### config.mk
export PLATFORM = sky130hd
export DESIGN_NAME = light_command_frame_builder_flat
export DESIGN_NICKNAME = d
export VERILOG_FILES = /design/src/hw/rtl/lcfb_pkg.sv /design/src/hw/rtl/lcfb_in_if.sv /design/src/hw/rtl/lcfb_out_if.sv /design/src/hw/rtl/lcfb_front.sv /design/src/hw/rtl/lcfb_queue.sv /design/src/hw/rtl/lcfb_back.sv /design/src/hw/rtl/light_command_frame_builder.sv /design/src/flat_wrapper.sv
export SDC_FILE = /design/constraint.sdc
export NUM_CORES = 1
export LEC_CHECK = 0
export ABC_AREA = 1
export BUFFER_PORTS_ARGS = -buffer_cell sky130_fd_sc_hd__buf_2
export CORE_MARGIN = 2
export CORE_UTILIZATION = 35
export DETAILED_ROUTE_END_ITERATION = 16
export PLACE_DENSITY = 0.58
export SYNTH_ARGS = -nofsm -noshare
export SYNTH_HDL_FRONTEND = slang
export SYNTH_SLANG_ARGS = --single-unit
### constraint.sdc
create_clock -name clk_i -period 4.35 [get_ports clk_i]
set_clock_uncertainty 0.15 [all_clocks]
set_input_delay 0.435 -clock clk_i [delete_from_list [all_inputs] [get_ports clk_i]]
set_output_delay 0.435 -clock clk_i [all_outputs]
set_load 0.1 [all_outputs]
### src/hw/rtl/lcfb_pkg.sv
package lcfb_pkg;

  localparam int unsigned TYPE_DIGITS_DEF   = 2;
  localparam int unsigned LENGTH_DIGITS_DEF = 4;
  localparam int unsigned QUEUE_DEPTH_DEF   = 4;

  // Input opcodes
  localparam logic OP_HEADER  = 1'b0;
  localparam logic OP_PAYLOAD = 1'b1;

  // Register index (paddr[2])
  localparam logic REG_START_FLAG = 1'b0;
  localparam logic REG_END_FLAG   = 1'b1;

  typedef enum logic [1:0] {
    JOB_HDR,
    JOB_DATA,
    JOB_ORPH
  } job_kind_e;

  typedef struct packed {
    job_kind_e   kind;
    logic        close;
    logic [7:0]  ctype;
    logic [15:0] plen;
    logic [7:0]  pbyte;
  } job_t;

  typedef enum logic [2:0] {
    ST_FIRST,
    ST_TYPE,
    ST_LEN,
    ST_CHK,
    ST_END
  } back_state_e;

  function automatic logic [7:0] hex_char(input logic [3:0] nib);
    logic [7:0] res;
    if (nib < 4'd10) begin
      res = 8'h30 + {4'h0, nib};
    end else begin
      res = 8'h57 + {4'h0, nib};
    end
    return res;
  endfunction

endpackage

### src/hw/rtl/lcfb_in_if.sv
interface lcfb_in_if;
  logic        valid;
  logic        ready;
  logic        opcode;
  logic [7:0]  command_type;
  logic [15:0] payload_length;
  logic [7:0]  payload_byte;

  modport source (output valid, opcode, command_type, payload_length, payload_byte,
                  input ready);
  modport sink (input valid, opcode, command_type, payload_length, payload_byte,
                output ready);
endinterface

### src/hw/rtl/lcfb_out_if.sv
interface lcfb_out_if;
  logic       valid;
  logic       ready;
  logic [7:0] frame_byte;
  logic       run_last;
  logic       frame_done;
  logic       orphan_error;

  modport source (output valid, frame_byte, run_last, frame_done, orphan_error,
                  input ready);
  modport sink (input valid, frame_byte, run_last, frame_done, orphan_error,
                output ready);
endinterface

### src/hw/rtl/lcfb_front.sv
module lcfb_front (
  input  logic          clk_i,
  input  logic          rst_ni,
  lcfb_in_if.sink       in_i,
  input  logic          full_i,
  output logic          push_o,
  output lcfb_pkg::job_t job_o
);

  logic        frame_open_q, frame_open_d;
  logic [15:0] bytes_rem_q, bytes_rem_d;
  logic        accept;

  assign in_i.ready = !full_i;
  assign accept     = in_i.valid && in_i.ready;
  assign push_o     = accept;

  always_comb begin
    frame_open_d = frame_open_q;
    bytes_rem_d  = bytes_rem_q;
    job_o.kind   = lcfb_pkg::JOB_ORPH;
    job_o.close  = 1'b0;
    job_o.ctype  = in_i.command_type;
    job_o.plen   = in_i.payload_length;
    job_o.pbyte  = in_i.payload_byte;
    if (in_i.opcode == lcfb_pkg::OP_HEADER) begin
      job_o.kind  = lcfb_pkg::JOB_HDR;
      job_o.close = (in_i.payload_length == 16'd0);
      if (accept) begin
        frame_open_d = (in_i.payload_length != 16'd0);
        bytes_rem_d  = in_i.payload_length;
      end
    end else if (frame_open_q) begin
      job_o.kind  = lcfb_pkg::JOB_DATA;
      job_o.close = (bytes_rem_q == 16'd1);
      if (accept) begin
        bytes_rem_d = bytes_rem_q - 16'd1;
        if (bytes_rem_q == 16'd1) begin
          frame_open_d = 1'b0;
        end
      end
    end
  end

  always_ff @(posedge clk_i or negedge rst_ni) begin
    if (!rst_ni) begin
      frame_open_q <= 1'b0;
      bytes_rem_q  <= '0;
    end else begin
      frame_open_q <= frame_open_d;
      bytes_rem_q  <= bytes_rem_d;
    end
  end

endmodule

### src/hw/rtl/lcfb_queue.sv
module lcfb_queue #(
  parameter int unsigned DEPTH = lcfb_pkg::QUEUE_DEPTH_DEF
) (
  input  logic           clk_i,
  input  logic           rst_ni,
  input  logic           push_i,
  input  lcfb_pkg::job_t job_i,
  output logic           full_o,
  output logic           head_valid_o,
  output lcfb_pkg::job_t head_o,
  input  logic           pop_i
);

  localparam int unsigned PTR_W = (DEPTH > 1) ? $clog2(DEPTH) : 1;
  localparam int unsigned CNT_W = $clog2(DEPTH + 1);

  lcfb_pkg::job_t   mem_q [DEPTH];
  logic [PTR_W-1:0] wr_ptr_q, rd_ptr_q;
  logic [CNT_W-1:0] cnt_q;
  logic             do_push, do_pop;

  function automatic logic [PTR_W-1:0] ptr_inc(input logic [PTR_W-1:0] p);
    logic [PTR_W-1:0] r;
    if (p == PTR_W'(DEPTH - 1)) begin
      r = '0;
    end else begin
      r = p + 1'b1;
    end
    return r;
  endfunction

  assign full_o       = (cnt_q == CNT_W'(DEPTH));
  assign head_valid_o = (cnt_q != '0);
  assign head_o       = mem_q[rd_ptr_q];
  assign do_push      = push_i && !full_o;
  assign do_pop       = pop_i && head_valid_o;

  always_ff @(posedge clk_i) begin
    if (do_push) begin
      mem_q[wr_ptr_q] <= job_i;
    end
  end

  always_ff @(posedge clk_i or negedge rst_ni) begin
    if (!rst_ni) begin
      wr_ptr_q <= '0;
      rd_ptr_q <= '0;
      cnt_q    <= '0;
    end else begin
      if (do_push) begin
        wr_ptr_q <= ptr_inc(wr_ptr_q);
      end
      if (do_pop) begin
        rd_ptr_q <= ptr_inc(rd_ptr_q);
      end
      if (do_push && !do_pop) begin
        cnt_q <= cnt_q + 1'b1;
      end else if (do_pop && !do_push) begin
        cnt_q <= cnt_q - 1'b1;
      end
    end
  end

endmodule

### src/hw/rtl/lcfb_back.sv
module lcfb_back #(
  parameter int unsigned TYPE_DIGITS   = lcfb_pkg::TYPE_DIGITS_DEF,
  parameter int unsigned LENGTH_DIGITS = lcfb_pkg::LENGTH_DIGITS_DEF
) (
  input  logic           clk_i,
  input  logic           rst_ni,
  input  logic           head_valid_i,
  input  lcfb_pkg::job_t head_i,
  output logic           pop_o,
  input  logic [7:0]     start_flag_i,
  input  logic [7:0]     end_flag_i,
  lcfb_out_if.source     out_o
);

  localparam int unsigned MAXD  = (TYPE_DIGITS > LENGTH_DIGITS) ?
                                  ((TYPE_DIGITS > 2) ? TYPE_DIGITS : 2) :
                                  ((LENGTH_DIGITS > 2) ? LENGTH_DIGITS : 2);
  localparam int unsigned CNT_W = $clog2(MAXD);

  lcfb_pkg::back_state_e state_q, state_d;
  logic [CNT_W-1:0] cnt_q, cnt_d;
  logic [7:0]       sum_q, sum_d;
  logic             step;

  logic             out_valid_q;
  logic [7:0]       byte_q, byte_d;
  logic             last_q, done_q, done_d, err_q, err_d;

  logic [31:0]      type_sh, len_sh;
  logic [7:0]       chk;
  logic [3:0]       chk_nib;
  logic [7:0]       type_char, len_char;

  assign step = head_valid_i && (!out_valid_q || out_o.ready);

  assign type_sh   = {24'h0, head_i.ctype} >> {cnt_q, 2'b00};
  assign len_sh    = {16'h0, head_i.plen} >> {cnt_q, 2'b00};
  assign type_char = lcfb_pkg::hex_char(type_sh[3:0]);
  assign len_char  = lcfb_pkg::hex_char(len_sh[3:0]);
  assign chk       = 8'h00 - sum_q;
  assign chk_nib   = cnt_q[0] ? chk[7:4] : chk[3:0];

  // next state
  always_comb begin
    state_d = state_q;
    cnt_d   = cnt_q;
    pop_o   = 1'b0;
    if (step) begin
      unique case (state_q)
        lcfb_pkg::ST_FIRST: begin
          unique case (head_i.kind)
            lcfb_pkg::JOB_HDR: begin
              state_d = lcfb_pkg::ST_TYPE;
              cnt_d   = CNT_W'(TYPE_DIGITS - 1);
            end
            lcfb_pkg::JOB_DATA: begin
              if (head_i.close) begin
                state_d = lcfb_pkg::ST_CHK;
                cnt_d   = CNT_W'(1);
              end else begin
                pop_o = 1'b1;
              end
            end
            default: pop_o = 1'b1;
          endcase
        end
        lcfb_pkg::ST_TYPE: begin
          if (cnt_q == '0) begin
            state_d = lcfb_pkg::ST_LEN;
            cnt_d   = CNT_W'(LENGTH_DIGITS - 1);
          end else begin
            cnt_d = cnt_q - 1'b1;
          end
        end
        lcfb_pkg::ST_LEN: begin
          if (cnt_q != '0) begin
            cnt_d = cnt_q - 1'b1;
          end else if (head_i.close) begin
            state_d = lcfb_pkg::ST_CHK;
            cnt_d   = CNT_W'(1);
          end else begin
            state_d = lcfb_pkg::ST_FIRST;
            pop_o   = 1'b1;
          end
        end
        lcfb_pkg::ST_CHK: begin
          if (cnt_q == '0) begin
            state_d = lcfb_pkg::ST_END;
          end else begin
            cnt_d = cnt_q - 1'b1;
          end
        end
        lcfb_pkg::ST_END: begin
          state_d = lcfb_pkg::ST_FIRST;
          pop_o   = 1'b1;
        end
        default: state_d = lcfb_pkg::ST_FIRST;
      endcase
    end
  end

  // outputs
  always_comb begin
    byte_d = '0;
    done_d = 1'b0;
    err_d  = 1'b0;
    sum_d  = sum_q;
    unique case (state_q)
      lcfb_pkg::ST_FIRST: begin
        unique case (head_i.kind)
          lcfb_pkg::JOB_HDR: begin
            byte_d = start_flag_i;
            sum_d  = '0;
          end
          lcfb_pkg::JOB_DATA: begin
            byte_d = head_i.pbyte;
            sum_d  = sum_q + head_i.pbyte;
          end
          default: err_d = 1'b1;
        endcase
      end
      lcfb_pkg::ST_TYPE: begin
        byte_d = type_char;
        sum_d  = sum_q + type_char;
      end
      lcfb_pkg::ST_LEN: begin
        byte_d = len_char;
        sum_d  = sum_q + len_char;
      end
      lcfb_pkg::ST_CHK: byte_d = lcfb_pkg::hex_char(chk_nib);
      lcfb_pkg::ST_END: begin
        byte_d = end_flag_i;
        done_d = 1'b1;
      end
      default: byte_d = '0;
    endcase
  end

  always_ff @(posedge clk_i or negedge rst_ni) begin
    if (!rst_ni) begin
      state_q     <= lcfb_pkg::ST_FIRST;
      cnt_q       <= '0;
      sum_q       <= '0;
      out_valid_q <= 1'b0;
    end else begin
      if (step) begin
        state_q     <= state_d;
        cnt_q       <= cnt_d;
        sum_q       <= sum_d;
        out_valid_q <= 1'b1;
      end else if (out_o.ready) begin
        out_valid_q <= 1'b0;
      end
    end
  end

  always_ff @(posedge clk_i) begin
    if (step) begin
      byte_q <= byte_d;
      last_q <= pop_o;
      done_q <= done_d;
      err_q  <= err_d;
    end
  end

  assign out_o.valid        = out_valid_q;
  assign out_o.frame_byte   = byte_q;
  assign out_o.run_last     = last_q;
  assign out_o.frame_done   = done_q;
  assign out_o.orphan_error = err_q;

endmodule

### src/hw/rtl/light_command_frame_builder.sv
// Light command frame builder.
// in_i takes header items (opcode 0: command type and payload length) and
// payload items (opcode 1: one raw byte); out_o gives the serialized frame one
// byte per transaction: start flag, type and length in lowercase ASCII hex,
// payload bytes, two hex checksum characters and the end flag (frame_done).
// run_last marks the final byte caused by each input transaction. A payload
// byte with no open frame gives one byte of zero with orphan_error set.
// Flags are written through the APB port (start at 0x0, end at 0x4).
// Throughput: the output sequencer emits one byte a cycle while the queue
// holds work and the receiver is not stalling; a payload byte gives one
// output byte, a header 1 + TYPE_DIGITS + LENGTH_DIGITS bytes, and a frame
// close 3 more. The input side keeps taking transactions into a
// QUEUE_DEPTH-entry queue while the sequencer works through a header.
// When the receiver stalls, the output register holds its byte, the
// sequencer stops, and in_i.ready drops once the queue is full.
// Reset clears both flags to 0, empties the queue and closes any frame.
module light_command_frame_builder #(
  parameter int unsigned TYPE_DIGITS   = lcfb_pkg::TYPE_DIGITS_DEF,
  parameter int unsigned LENGTH_DIGITS = lcfb_pkg::LENGTH_DIGITS_DEF,
  parameter int unsigned QUEUE_DEPTH   = lcfb_pkg::QUEUE_DEPTH_DEF
) (
  input  logic        clk_i,
  input  logic        rst_ni,
  lcfb_in_if.sink     in_i,
  lcfb_out_if.source  out_o,
  input  logic        psel_i,
  input  logic        penable_i,
  input  logic        pwrite_i,
  input  logic [2:0]  paddr_i,
  input  logic [31:0] pwdata_i,
  output logic [31:0] prdata_o,
  output logic        pready_o
);

  logic [7:0]     start_flag_q, end_flag_q;
  logic           cfg_wr;
  logic           push, full, head_valid, pop;
  lcfb_pkg::job_t push_job, head_job;

  assign pready_o = 1'b1;
  assign cfg_wr   = psel_i && penable_i && pwrite_i;

  always_ff @(posedge clk_i or negedge rst_ni) begin
    if (!rst_ni) begin
      start_flag_q <= '0;
      end_flag_q   <= '0;
    end else if (cfg_wr) begin
      if (paddr_i[2] == lcfb_pkg::REG_START_FLAG) begin
        start_flag_q <= pwdata_i[7:0];
      end else begin
        end_flag_q <= pwdata_i[7:0];
      end
    end
  end

  assign prdata_o = (paddr_i[2] == lcfb_pkg::REG_END_FLAG) ? {24'h0, end_flag_q}
                                                           : {24'h0, start_flag_q};

  lcfb_front u_front (
    .clk_i  (clk_i),
    .rst_ni (rst_ni),
    .in_i   (in_i),
    .full_i (full),
    .push_o (push),
    .job_o  (push_job)
  );

  lcfb_queue #(
    .DEPTH (QUEUE_DEPTH)
  ) u_queue (
    .clk_i        (clk_i),
    .rst_ni       (rst_ni),
    .push_i       (push),
    .job_i        (push_job),
    .full_o       (full),
    .head_valid_o (head_valid),
    .head_o       (head_job),
    .pop_i        (pop)
  );

  lcfb_back #(
    .TYPE_DIGITS   (TYPE_DIGITS),
    .LENGTH_DIGITS (LENGTH_DIGITS)
  ) u_back (
    .clk_i        (clk_i),
    .rst_ni       (rst_ni),
    .head_valid_i (head_valid),
    .head_i       (head_job),
    .pop_o        (pop),
    .start_flag_i (start_flag_q),
    .end_flag_i   (end_flag_q),
    .out_o        (out_o)
  );

endmodule

### src/flat_wrapper.sv
// flat-port wrapper written by rule: the top's interface ports become plain ports
module light_command_frame_builder_flat 
#(
  parameter int unsigned TYPE_DIGITS   = lcfb_pkg::TYPE_DIGITS_DEF,
  parameter int unsigned LENGTH_DIGITS = lcfb_pkg::LENGTH_DIGITS_DEF,
  parameter int unsigned QUEUE_DEPTH   = lcfb_pkg::QUEUE_DEPTH_DEF
)
  (clk_i, rst_ni, psel_i, penable_i, pwrite_i, paddr_i, pwdata_i, prdata_o, pready_o, in_i_valid, in_i_opcode, in_i_command_type, in_i_payload_length, in_i_payload_byte, in_i_ready, out_o_valid, out_o_frame_byte, out_o_run_last, out_o_frame_done, out_o_orphan_error, out_o_ready);
  lcfb_in_if in_i_i ();
  lcfb_out_if out_o_i ();
  input  logic clk_i;
  input  logic rst_ni;
  input  logic psel_i;
  input  logic penable_i;
  input  logic pwrite_i;
  input  logic [2:0] paddr_i;
  input  logic [31:0] pwdata_i;
  output logic [31:0] prdata_o;
  output logic pready_o;
  input wire logic [$bits(in_i_i.valid)-1:0] in_i_valid;
  input wire logic [$bits(in_i_i.opcode)-1:0] in_i_opcode;
  input wire logic [$bits(in_i_i.command_type)-1:0] in_i_command_type;
  input wire logic [$bits(in_i_i.payload_length)-1:0] in_i_payload_length;
  input wire logic [$bits(in_i_i.payload_byte)-1:0] in_i_payload_byte;
  output wire logic [$bits(in_i_i.ready)-1:0] in_i_ready;
  output wire logic [$bits(out_o_i.valid)-1:0] out_o_valid;
  output wire logic [$bits(out_o_i.frame_byte)-1:0] out_o_frame_byte;
  output wire logic [$bits(out_o_i.run_last)-1:0] out_o_run_last;
  output wire logic [$bits(out_o_i.frame_done)-1:0] out_o_frame_done;
  output wire logic [$bits(out_o_i.orphan_error)-1:0] out_o_orphan_error;
  input wire logic [$bits(out_o_i.ready)-1:0] out_o_ready;
  assign in_i_i.valid = in_i_valid;
  assign in_i_i.opcode = in_i_opcode;
  assign in_i_i.command_type = in_i_command_type;
  assign in_i_i.payload_length = in_i_payload_length;
  assign in_i_i.payload_byte = in_i_payload_byte;
  assign in_i_ready = in_i_i.ready;
  assign out_o_valid = out_o_i.valid;
  assign out_o_frame_byte = out_o_i.frame_byte;
  assign out_o_run_last = out_o_i.run_last;
  assign out_o_frame_done = out_o_i.frame_done;
  assign out_o_orphan_error = out_o_i.orphan_error;
  assign out_o_i.ready = out_o_ready;
  light_command_frame_builder #(.TYPE_DIGITS(TYPE_DIGITS), .LENGTH_DIGITS(LENGTH_DIGITS), .QUEUE_DEPTH(QUEUE_DEPTH)) u_core (.clk_i(clk_i), .rst_ni(rst_ni), .in_i(in_i_i), .out_o(out_o_i), .psel_i(psel_i), .penable_i(penable_i), .pwrite_i(pwrite_i), .paddr_i(paddr_i), .pwdata_i(pwdata_i), .prdata_o(prdata_o), .pready_o(pready_o));
endmodule
==> results.py, run 1 <==
metrics = {
    "timing": {
        "max_slew_margin_pct": 35.5,
        "hold_viol": 0,
        "fin_crit_ns": 3.75,
        "timing.final.crit_share_pct": 86.3,
        "report.final.slew_viol_count": 0,
        "hold_ws_ns": 0.0183,
        "setup_viol": 0,
        "max_freq_ghz": 0.266,
        "tns_ns": 0,
        "worst_slew_pin_slew_ns": 0.960,
        "rsz0062_at_grt": "no",
    },
    "clocking": {
        "post_cts_buffers": 0,
        "worstSkewPairLatency_ns": 0.52,
        "cts_sinks": 205,
        "clockBufferDepth": 3,
        "clk_pin_slew_ns": 0.06,
        "cts_root_buf": "clkbuf_16",
        "htreeDepth": 1,
        "cts.repair.resized": 0,
        "cts_tree": "done",
        "cts_buffers": 24,
    },
    "floorplanning": {
        "start_util_pct": 35.3,
        "fp.dieH_um": 179,
        "row_count": 64,
        "dieArea_mm2": 0.0320,
        "core_mm2": 0.0303,
        "dieWidth_um": 179,
        "pin_count": 121,
    },
    "routing": {
        "vias_per_cell": 4.79,
        "totalWireLength_um": 25100,
        "drtIter0Drc": 526,
        "drc_errors": 0,
        "first_pass_iters": 5,
        "ant_nets": 0,
        "num_vias": 8086,
        "drt-wirelength-per-cell_um": 14.9,
    },
    "yosys": {
        "synth_cell_types": 47,
        "synthTopCellsByArea": "edfxtp_1, dfrtp_1, nand2_1, inv_1, o21ai_0",
        "synth_flop_cell": "edfxtp_1",
        "ys_ff_latch": 205,
        "syn-instance-count": 1182,
        "synth_area_per_cell_um2": 9.06,
        "async_reset_ff_share_pct": 26.3,
        "yosysWarnings": 0,
        "synth_edf_count": 151,
        "yosysSeqAreaShare_pct": 55.0,
        "synth_top_area_cell": "edfxtp_1",
        "netlist_area_mm2": 0.0107,
        "yosysTopAreaCellShare_pct": 42.3,
    },
    "power": {
        "pwr-share-clk_pct": 20.7,
        "p_sw_mw": 4.59,
        "peakVddDrop_mv": 0.305,
        "power_density_mw_per_mm2": 811,
        "combPwrFrac_pct": 50.0,
        "leakage_nw": 5.49,
        "p_int_mw": 5.45,
        "power_frac_seq_pct": 29.3,
        "sw_frac_of_total_pct": 45.7,
    },
    "worst_setup_path": {
        "crit_required_ns": 4.63,
        "critPathCaptureType": "flip-flop",
        "critPathLaunchType": "flip-flop",
        "critical_path_class": "flip-flop to flip-flop",
        "timing.rr.end": "u_core.u_back.sum_q[5]",
        "cp_common_cell": "nand2_1",
        "max_stage_delay_ns": 0.40,
        "crit_slowest_cell": "dfrtp_2",
        "ff2ff_path_depth": 28,
        "arrival_ns": 4.04,
        "rrSetupSlack_ns": 0.60,
        "timing.rr.start": "u_core.u_queue.rd_ptr_q[0]",
        "cp_max_fo": 22,
    },
    "place": {
        "port_buffers": 69,
        "placed_area_mm2": 0.0114,
        "hpwl_um": 17300,
        "gp_congestion": 0.861,
    },
    "run_status": {
        "outcome": "completed",
    },
    "global_routing": {
        "grt_first_pass_wirelength_um": 40000,
        "overflow": 0,
        "antenna_found_initial": 0,
        "gr-usage-all-layers_pct": 15.9,
        "grt_max_degree": 52,
        "grt_pass1_vias": 7755,
    },
    "min_path": {
        "hold_path_end": "u_core.u_queue.mem_q[3][26]",
        "worstHoldPathCells": 1,
        "hp-start": "in_i_command_type[2]",
        "hp-class": "primary input to flip-flop",
    },
    "cells_and_area": {
        "drive_above_1_share_pct": 13.2,
        "final_area_mm2": 0.0124,
        "final_cell_mix": "nand2_1, edfxtp_1, inv_1, o21ai_0, nor2_1",
        "layout_commonest_cell": "nand2_1",
        "final_nets": 1381,
        "area_growth_pct": 15.6,
        "utilization_pct": 40.8,
        "antenna_cells": 0,
    },
    "run": {
        "maxCapViolCount": 0,
    },
}
-- through the flow --
| stage | setup slack, ns | cells | total power [mW] |
|---|---|---|---|
| floorplan | 0.660 | 1207 | 6.86 |
| global placement | 0.644 | 1628 | 7.91 |
| detailed placement | 0.630 | 1628 | 8.00 |
| CTS | 0.609 | 1688 | 10.1 |
| global route | 0.154 | 1688 | 10.9 |
| finish | 0.597 | 1688 | 10.0 |
-- metal layers --
layer | vias up | share of wire [%] | track usage [%]
met5 | - | 0 | 0
met3 | 43 | 4.1 | 2.37
met2 | 166 | 48 | 27.3
met1 | 3802 | 45 | 21.0
li1 | 4075 | - | -
met4 | 0 | 2.5 | 4.51
-- repair_timing --
item | CTS | global route
hold buffers | 16 | 0
endpoints found under the setup margin | 0 | 0
endpoints found under the hold margin | 63 | 0
-- how the worst max path moves through the flow --
stage                          startpoint                    endpoint  slack [ns]
2_1_floorplan     u_core.u_queue.cnt_q[1]  u_core.u_queue.mem_q[0][0]        0.66
3_3_place_gp   u_core.u_queue.rd_ptr_q[0]      u_core.u_back.sum_q[6]        0.64
3_5_place_dp   u_core.u_queue.rd_ptr_q[0]      u_core.u_back.sum_q[5]        0.63
4_1_cts        u_core.u_queue.rd_ptr_q[0]      u_core.u_back.sum_q[5]        0.61
5_1_grt        u_core.u_queue.rd_ptr_q[0]      u_core.u_back.sum_q[5]        0.15
6_report       u_core.u_queue.rd_ptr_q[0]      u_core.u_back.sum_q[5]        0.60
-- registers in the layout, summed over array words and instances, names as in the netlist --
signal                            cells
u_core.u_queue.mem_q                140
u_core.u_front.bytes_rem_q           16
u_core.end_flag_q                     8
u_core.start_flag_q                   8
u_core.u_back.out_o.frame_byte        8
u_core.u_back.sum_q                   8
u_core.u_back.state_q                 3
u_core.u_queue.cnt_q                  3
u_core.u_back.cnt_q                   2
u_core.u_queue.rd_ptr_q               2
u_core.u_queue.wr_ptr_q               2
u_core.u_back.out_o.frame_done        1
u_core.u_back.out_o.orphan_error      1
u_core.u_back.out_o.run_last          1
u_core.u_back.out_o.valid             1
u_core.u_front.frame_open_q           1
-- critical path, delay by kind of cell (launching register included) --
family	cells	cell delay [ns]
AO/OA/AOI/OAI	3	0.40
adder cells (fa/ha/maj)	2	0.55
buffers and inverters	4	0.77
flip-flops	1	0.40
AND/OR/NAND/NOR	19	1.38
-- cells in the mapped netlist, types with 3 or more instances --
master,number
a21oi_1,29
a22oi_1,5
a31oi_1,3
and3_1,3
buf_2,11
buf_4,29
buf_6,5
buf_8,3
clkbuf_1,11
dfrtp_1,54
edfxtp_1,151
fa_1,3
ha_1,29
inv_1,134
inv_2,10
nand2_1,300
nand2_2,10
nand3_1,93
nand3_2,5
nand4_1,12
nor2_1,102
nor2_2,3
nor3_1,5
nor4_1,5
o211ai_1,9
o21ai_0,100
o21ai_1,6
o22ai_1,14
or2_2,6
xor2_1,11
-- cells by family (layout without fill, tap and decap cells) --
| kind of cell | count (synthesis) | count (layout) | synth area share [%] |
|---|---|---|---|
| adders and majority gates | 32 | 32 | 3.95 |
| and+or+nand+nor | 548 | 548 | 21.8 |
| AOI/OAI and AO/OA | 175 | 175 | 9.03 |
| buffers and inverters | 207 | 292 | 9.09 |
| other | 2 | 27 | 0.0701 |
| xor gates and xnor gates | 13 | 13 | 1.06 |
| DFF | 205 | 205 | 55.0 |
-- power by group through the flow --
| stage | registers (mW) | logic [mW] | clock network (mW) |
|---|---|---|---|
| floorplan | 3.30 | 3.55 | 0 |
| global placement | 2.97 | 4.94 | 0 |
| detailed placement | 2.98 | 5.02 | 0 |
| CTS | 2.94 | 5.05 | 2.12 |
| global route | 3.00 | 5.66 | 2.19 |
| finish | 2.94 | 5.02 | 2.07 |
-- area by class of cell --
cell class                      count  area, um2
Fill cell                        2962      18000
Tap cell                          396        495
Sequential cell                   205       5890
Inverter                          146        551
Clock inverter                      8       92.6
Multi-Input combinational cell    795       3980
Clock buffer                       36        738
Timing Repair Buffer              102        633
(Power assumes the default switching activity.)
==> run 2: changes to the inputs <==
RECOVER_POWER = 100   (was not set)
==> run 2 against run 1 <==
Net effect: the run now ends with capacitance limit, slew limit left; first-iteration DRC count is 1.9% higher; worst setup slack worse by 0.11 ns; sequential share of layout area is 0.61 points higher; power is 0.99% lower; die area stayed put; global-route usage stayed put; maximum frequency is 2.9% lower; core utilization is 0.52 points lower; non-clock buffer count stayed put; critical path depth is 23 lower; flip-flop and latch count stayed put.
==> results.py, run 2 (synthesis results as in run 1) <==
metrics = {
    "clocking": {
        "cts_sinks": 205,
        "cts_tree": "done",
        "htreeDepth": 1,
        "post_cts_buffers": 0,
        "cts_root_buf": "clkbuf_16",
        "cts.repair.resized": 0,
        "cts_buffers": 24,
        "clk_pin_slew_ns": 0.06,
        "worstSkewPairLatency_ns": 0.52,
        "clockBufferDepth": 3,
    },
    "power": {
        "p_sw_mw": 4.54,
        "leakage_nw": 5.30,
        "peakVddDrop_mv": 0.304,
        "p_int_mw": 5.40,
        "power_frac_seq_pct": 29.7,
        "combPwrFrac_pct": 49.5,
        "sw_frac_of_total_pct": 45.7,
        "power_mw": 9.94,
        "pwr-share-clk_pct": 20.8,
        "power_density_mw_per_mm2": 813,
    },
    "floorplanning": {
        "dieWidth_um": 179,
        "row_count": 64,
        "pin_count": 121,
        "start_util_pct": 35.3,
        "dieArea_mm2": 0.0320,
        "core_mm2": 0.0303,
        "fp.dieH_um": 179,
    },
    "routing": {
        "ant_nets": 0,
        "num_vias": 8115,
        "vias_per_cell": 4.81,
        "totalWireLength_um": 25200,
        "drt-wirelength-per-cell_um": 14.9,
        "drtIter0Drc": 536,
        "drc_errors": 0,
        "first_pass_iters": 6,
    },
    "worst_setup_path": {
        "crit_required_ns": 4.40,
        "max_stage_delay_ns": 2.06,
        "crit_slowest_cell": "nor2_1",
        "rrSetupSlack_ns": 0.48,
        "critical_path_class": "flip-flop to flip-flop",
        "timing.rr.start": "u_core.u_queue.cnt_q[0]",
        "critPathLaunchType": "flip-flop",
        "critPathCaptureType": "flip-flop",
        "cp_max_fo": 28,
        "timing.rr.end": "u_core.u_queue.mem_q[2][5]",
        "ff2ff_path_depth": 5,
        "arrival_ns": 3.91,
        "crit_chain": "inv_1 -> nand3_1 -> nand2_1 -> nor2_1 -> clkbuf_2",
    },
    "timing": {
        "hold_ws_ns": 0.0356,
        "rsz0062_at_grt": "no",
        "hold_viol": 0,
        "tns_ns": 0,
        "worst_slew_pin_slew_ns": 2.75,
        "setup_ws_ns": 0.484,
        "timing.final.crit_share_pct": 88.9,
        "report.final.slew_viol_count": 76,
        "setup_viol": 0,
        "max_freq_ghz": 0.259,
        "fin_crit_ns": 3.87,
        "max_slew_margin_pct": -83.9,
    },
    "cells_and_area": {
        "utilization_pct": 40.3,
        "drive_above_1_share_pct": 7.51,
        "final_cell_mix": "nand2_1, edfxtp_1, inv_1, nor2_1, o21ai_0",
        "antenna_cells": 0,
        "top_regs": "u_core.u_queue.mem_q (140), u_core.u_front.bytes_rem_q (16)",
        "final_area_mm2": 0.0122,
        "layout_commonest_cell": "nand2_1",
        "fin_cells": 1688,
        "largest_reg_flops": 140,
        "area_growth_pct": 14.1,
        "fillers": 3006,
        "final_nets": 1381,
        "regMostFlops": "u_core.u_queue.mem_q",
    },
    "place": {
        "pre_cts_ws_ns": 0.630,
        "gp_congestion": 0.861,
        "hpwl_um": 17300,
        "port_buffers": 69,
        "placed_cells": 1628,
        "placed_area_mm2": 0.0114,
    },
    "min_path": {
        "worstHoldPathCells": 3,
        "hp-class": "primary input to flip-flop",
        "hp-start": "pwdata_i[1]",
        "hold_path_end": "u_core.end_flag_q[1]",
    },
    "run_status": {
        "violations": "capacitance limit, slew limit",
        "outcome": "finished, violations left",
    },
    "global_routing": {
        "grt_first_pass_wirelength_um": 40000,
        "overflow": 0,
        "gr-usage-all-layers_pct": 15.9,
        "grt_max_degree": 52,
        "antenna_found_initial": 0,
        "grt_pass1_vias": 7755,
    },
    "run": {
        "maxCapViolCount": 3,
    },
}
-- run 2: what timing repair did --
item | in CTS | in global routing
hold buffers | 16 | 0
endpoints found under the hold margin | 63 | 0
setup endpoints to repair | 0 | 0
-- run 2: per-layer routing --
metal	global-route usage (%)	up-vias	part of all wire (%)
li1	-	4070	-
met1	21.0	3813	45
met2	27.3	191	48
met3	2.37	41	4.4
met4	4.51	0	2.5
met5	0	-	0
-- run 2: cell type report --
cell class              instances  area, um2  share of cell area (%)
multi-input cells             795       3920                    32.0
clock buffers                  36        738                    6.04
repair buffers                102        542                    4.43
inverters                     146        551                    4.50
flip-flops and latches        205       5890                    48.2
clock inverters                 8       92.6                   0.758
well taps                     396        495                    4.05
-- run 2: worst max path at each step --
stage                                          start                         end  slack, ns  depth (start not counted)
after CTS                 u_core.u_queue.rd_ptr_q[0]      u_core.u_back.sum_q[5]       0.61                         28
after detailed placement  u_core.u_queue.rd_ptr_q[0]      u_core.u_back.sum_q[5]       0.63                         28
after global routing      u_core.u_queue.rd_ptr_q[0]      u_core.u_back.sum_q[6]       0.09                         25
after floorplan              u_core.u_queue.cnt_q[1]  u_core.u_queue.mem_q[0][0]       0.66                          4
final                        u_core.u_queue.cnt_q[0]  u_core.u_queue.mem_q[2][5]       0.48                          5
after global placement    u_core.u_queue.rd_ptr_q[0]      u_core.u_back.sum_q[6]       0.64                         25
-- run 2: critical path: cells and delay by family, from the launching register on --
kind                   cells  cell delay, ns
buffers and inverters      2            0.62
flip-flops                 1            0.42
AND/OR/NAND/NOR            3            2.34
-- run 2: power by group through the flow --
stage | Sequential, mW | Clock (mW) | Combinational (mW)
global placement | 2.97 | 0 | 4.94
CTS | 2.94 | 2.12 | 5.05
finish | 2.95 | 2.07 | 4.91
global route | 3.01 | 2.19 | 5.55
floorplan | 3.30 | 0 | 3.55
detailed placement | 2.98 | 0 | 5.02
==> run 3: changes to the inputs <==
HOLD_SLACK_MARGIN = 0.05   (was not set)
==> run 3 against run 2 <==
Net effect: the run still ends with capacitance limit, slew limit left; core utilization is 0.66 points higher; global-route usage hardly changed; clock power hardly changed; first-iteration DRC count is 1.5% lower; combinational power hardly changed; maximum frequency is 0.70% higher; routed wire length is 0.57% higher.
==> results.py, run 3 (synthesis results as in run 1) <==
metrics = {
    "power": {
        "sw_frac_of_total_pct": 45.6,
        "peakVddDrop_mv": 0.304,
        "p_int_mw": 5.41,
        "pwr-share-clk_pct": 20.8,
        "power_frac_seq_pct": 29.7,
        "p_sw_mw": 4.54,
        "combPwrFrac_pct": 49.5,
        "leakage_nw": 5.38,
        "power_density_mw_per_mm2": 801,
        "power_mw": 9.95,
    },
    "timing": {
        "tns_ns": 0,
        "fin_crit_ns": 3.84,
        "hold_ws_ns": 0.145,
        "rsz0062_at_grt": "no",
        "setup_viol": 0,
        "setup_ws_ns": 0.511,
        "hold_viol": 0,
        "max_freq_ghz": 0.260,
        "max_slew_margin_pct": -81.7,
        "timing.final.crit_share_pct": 88.3,
        "report.final.slew_viol_count": 76,
        "worst_slew_pin_slew_ns": 2.72,
    },
    "cells_and_area": {
        "regMostFlops": "u_core.u_queue.mem_q",
        "antenna_cells": 0,
        "final_area_mm2": 0.0124,
        "fin_cells": 1708,
        "layout_commonest_cell": "nand2_1",
        "final_nets": 1401,
        "utilization_pct": 40.9,
        "top_regs": "u_core.u_queue.mem_q (140), u_core.u_front.bytes_rem_q (16)",
        "final_cell_mix": "nand2_1, edfxtp_1, inv_1, nor2_1, o21ai_0",
        "largest_reg_flops": 140,
        "area_growth_pct": 16.0,
        "drive_above_1_share_pct": 7.39,
    },
    "clocking": {
        "worstSkewPairLatency_ns": 0.52,
        "clk_pin_slew_ns": 0.06,
        "clockBufferDepth": 3,
        "cts_root_buf": "clkbuf_16",
        "cts_buffers": 24,
        "htreeDepth": 1,
        "cts_sinks": 205,
        "cts_tree": "done",
    },
    "routing": {
        "drc_errors": 0,
        "drt-wirelength-per-cell_um": 14.8,
        "drtIter0Drc": 528,
        "first_pass_iters": 5,
        "ant_nets": 0,
        "vias_per_cell": 4.76,
        "num_vias": 8132,
        "totalWireLength_um": 25300,
    },
    "global_routing": {
        "gr-usage-all-layers_pct": 16.0,
        "top_usage_layer": "met2",
        "grt_pass1_vias": 7788,
        "grt_max_degree": 52,
        "grt_util_met3_pct": 2.27,
        "grt_use_met2_pct": 27.4,
        "use_met1_pct": 21.1,
        "antenna_found_initial": 0,
        "grt_first_pass_wirelength_um": 40200,
        "overflow": 0,
    },
    "place": {
        "placed_cells": 1628,
        "hpwl_um": 17300,
        "port_buffers": 69,
        "pre_cts_ws_ns": 0.630,
        "gp_congestion": 0.861,
        "placed_area_mm2": 0.0114,
    },
    "worst_setup_path": {
        "critical_path_class": "flip-flop to flip-flop",
        "arrival_ns": 3.89,
        "cp_max_fo": 28,
        "critPathCaptureType": "flip-flop",
        "crit_required_ns": 4.40,
        "critPathLaunchType": "flip-flop",
    },
    "run_status": {
        "outcome": "finished, violations left",
        "violations": "capacitance limit, slew limit",
    },
    "floorplanning": {
        "row_count": 64,
        "fp.dieH_um": 179,
        "dieArea_mm2": 0.0320,
        "start_util_pct": 35.3,
        "dieWidth_um": 179,
        "core_mm2": 0.0303,
        "pin_count": 121,
    },
    "min_path": {
        "hp-class": "primary input to async pin",
    },
    "run": {
        "maxCapViolCount": 3,
    },
}
-- run 3: changes by cell type in the layout (fill, tap and decap cells not counted) --
cell / delta
dlygate4sd3_1: +20
-- run 3: power groups by stage --
stage	sequential (mW)	clock [mW]	combinational, mW
after global placement	2.97	0	4.94
after global routing	3.01	2.19	5.57
after CTS	2.94	2.12	5.07
after detailed placement	2.98	0	5.02
after floorplan	3.30	0	3.55
final	2.95	2.07	4.93
-- run 3: repair_timing --
action                                  4_1_cts  5_1_grt
resized for setup                             0        0
buffers inserted                              0        0
endpoints found under the hold margin       125        0
endpoints found under the setup margin        0        0
hold buffers                                 36        0
-- run 3: cell type report --
type	count	area [um2]
multi-input cells	795	3920
well taps	396	495
repair buffers	122	742
inverters	146	551
clock inverters	8	92.6
fillers	2987	17900
flip-flops and latches	205	5890
clock buffers	36	738
-- run 3: routing by layer --
metal	share of wire, %	routed length [um]
met4	2.3	592
met1	45	11500
met2	48	12200
met5	0	0
met3	4.1	1050
-- run 3: worst paths after layout --
kind / from / endpoint / cells after the start / slack (ns)
max: u_core.u_queue.cnt_q[0] / u_core.u_queue.mem_q[2][5] / 5 / 0.51
min: rst_ni / u_core.u_back.sum_q[7] / 2 / 0.15
max reg2reg: u_core.u_queue.cnt_q[0] / u_core.u_queue.mem_q[2][5] / 5 / 0.51
min reg2reg: u_core.start_flag_q[7] / u_core.start_flag_q[7] / 2 / 0.34
max in group asynchronous: rst_ni / u_core.u_queue.rd_ptr_q[0] / 3 / 2.21
min in group clk_i: in_i_payload_length[2] / u_core.u_queue.mem_q[0][10] / 1 / 0.17
-- run 3: worst max-delay path: stages, from the launching register on --
cell	delay, ns
dfrtp_1	0.42
inv_1	0.09
nand3_1	0.09
nand2_1	0.19
nor2_1	2.04
clkbuf_2	0.53
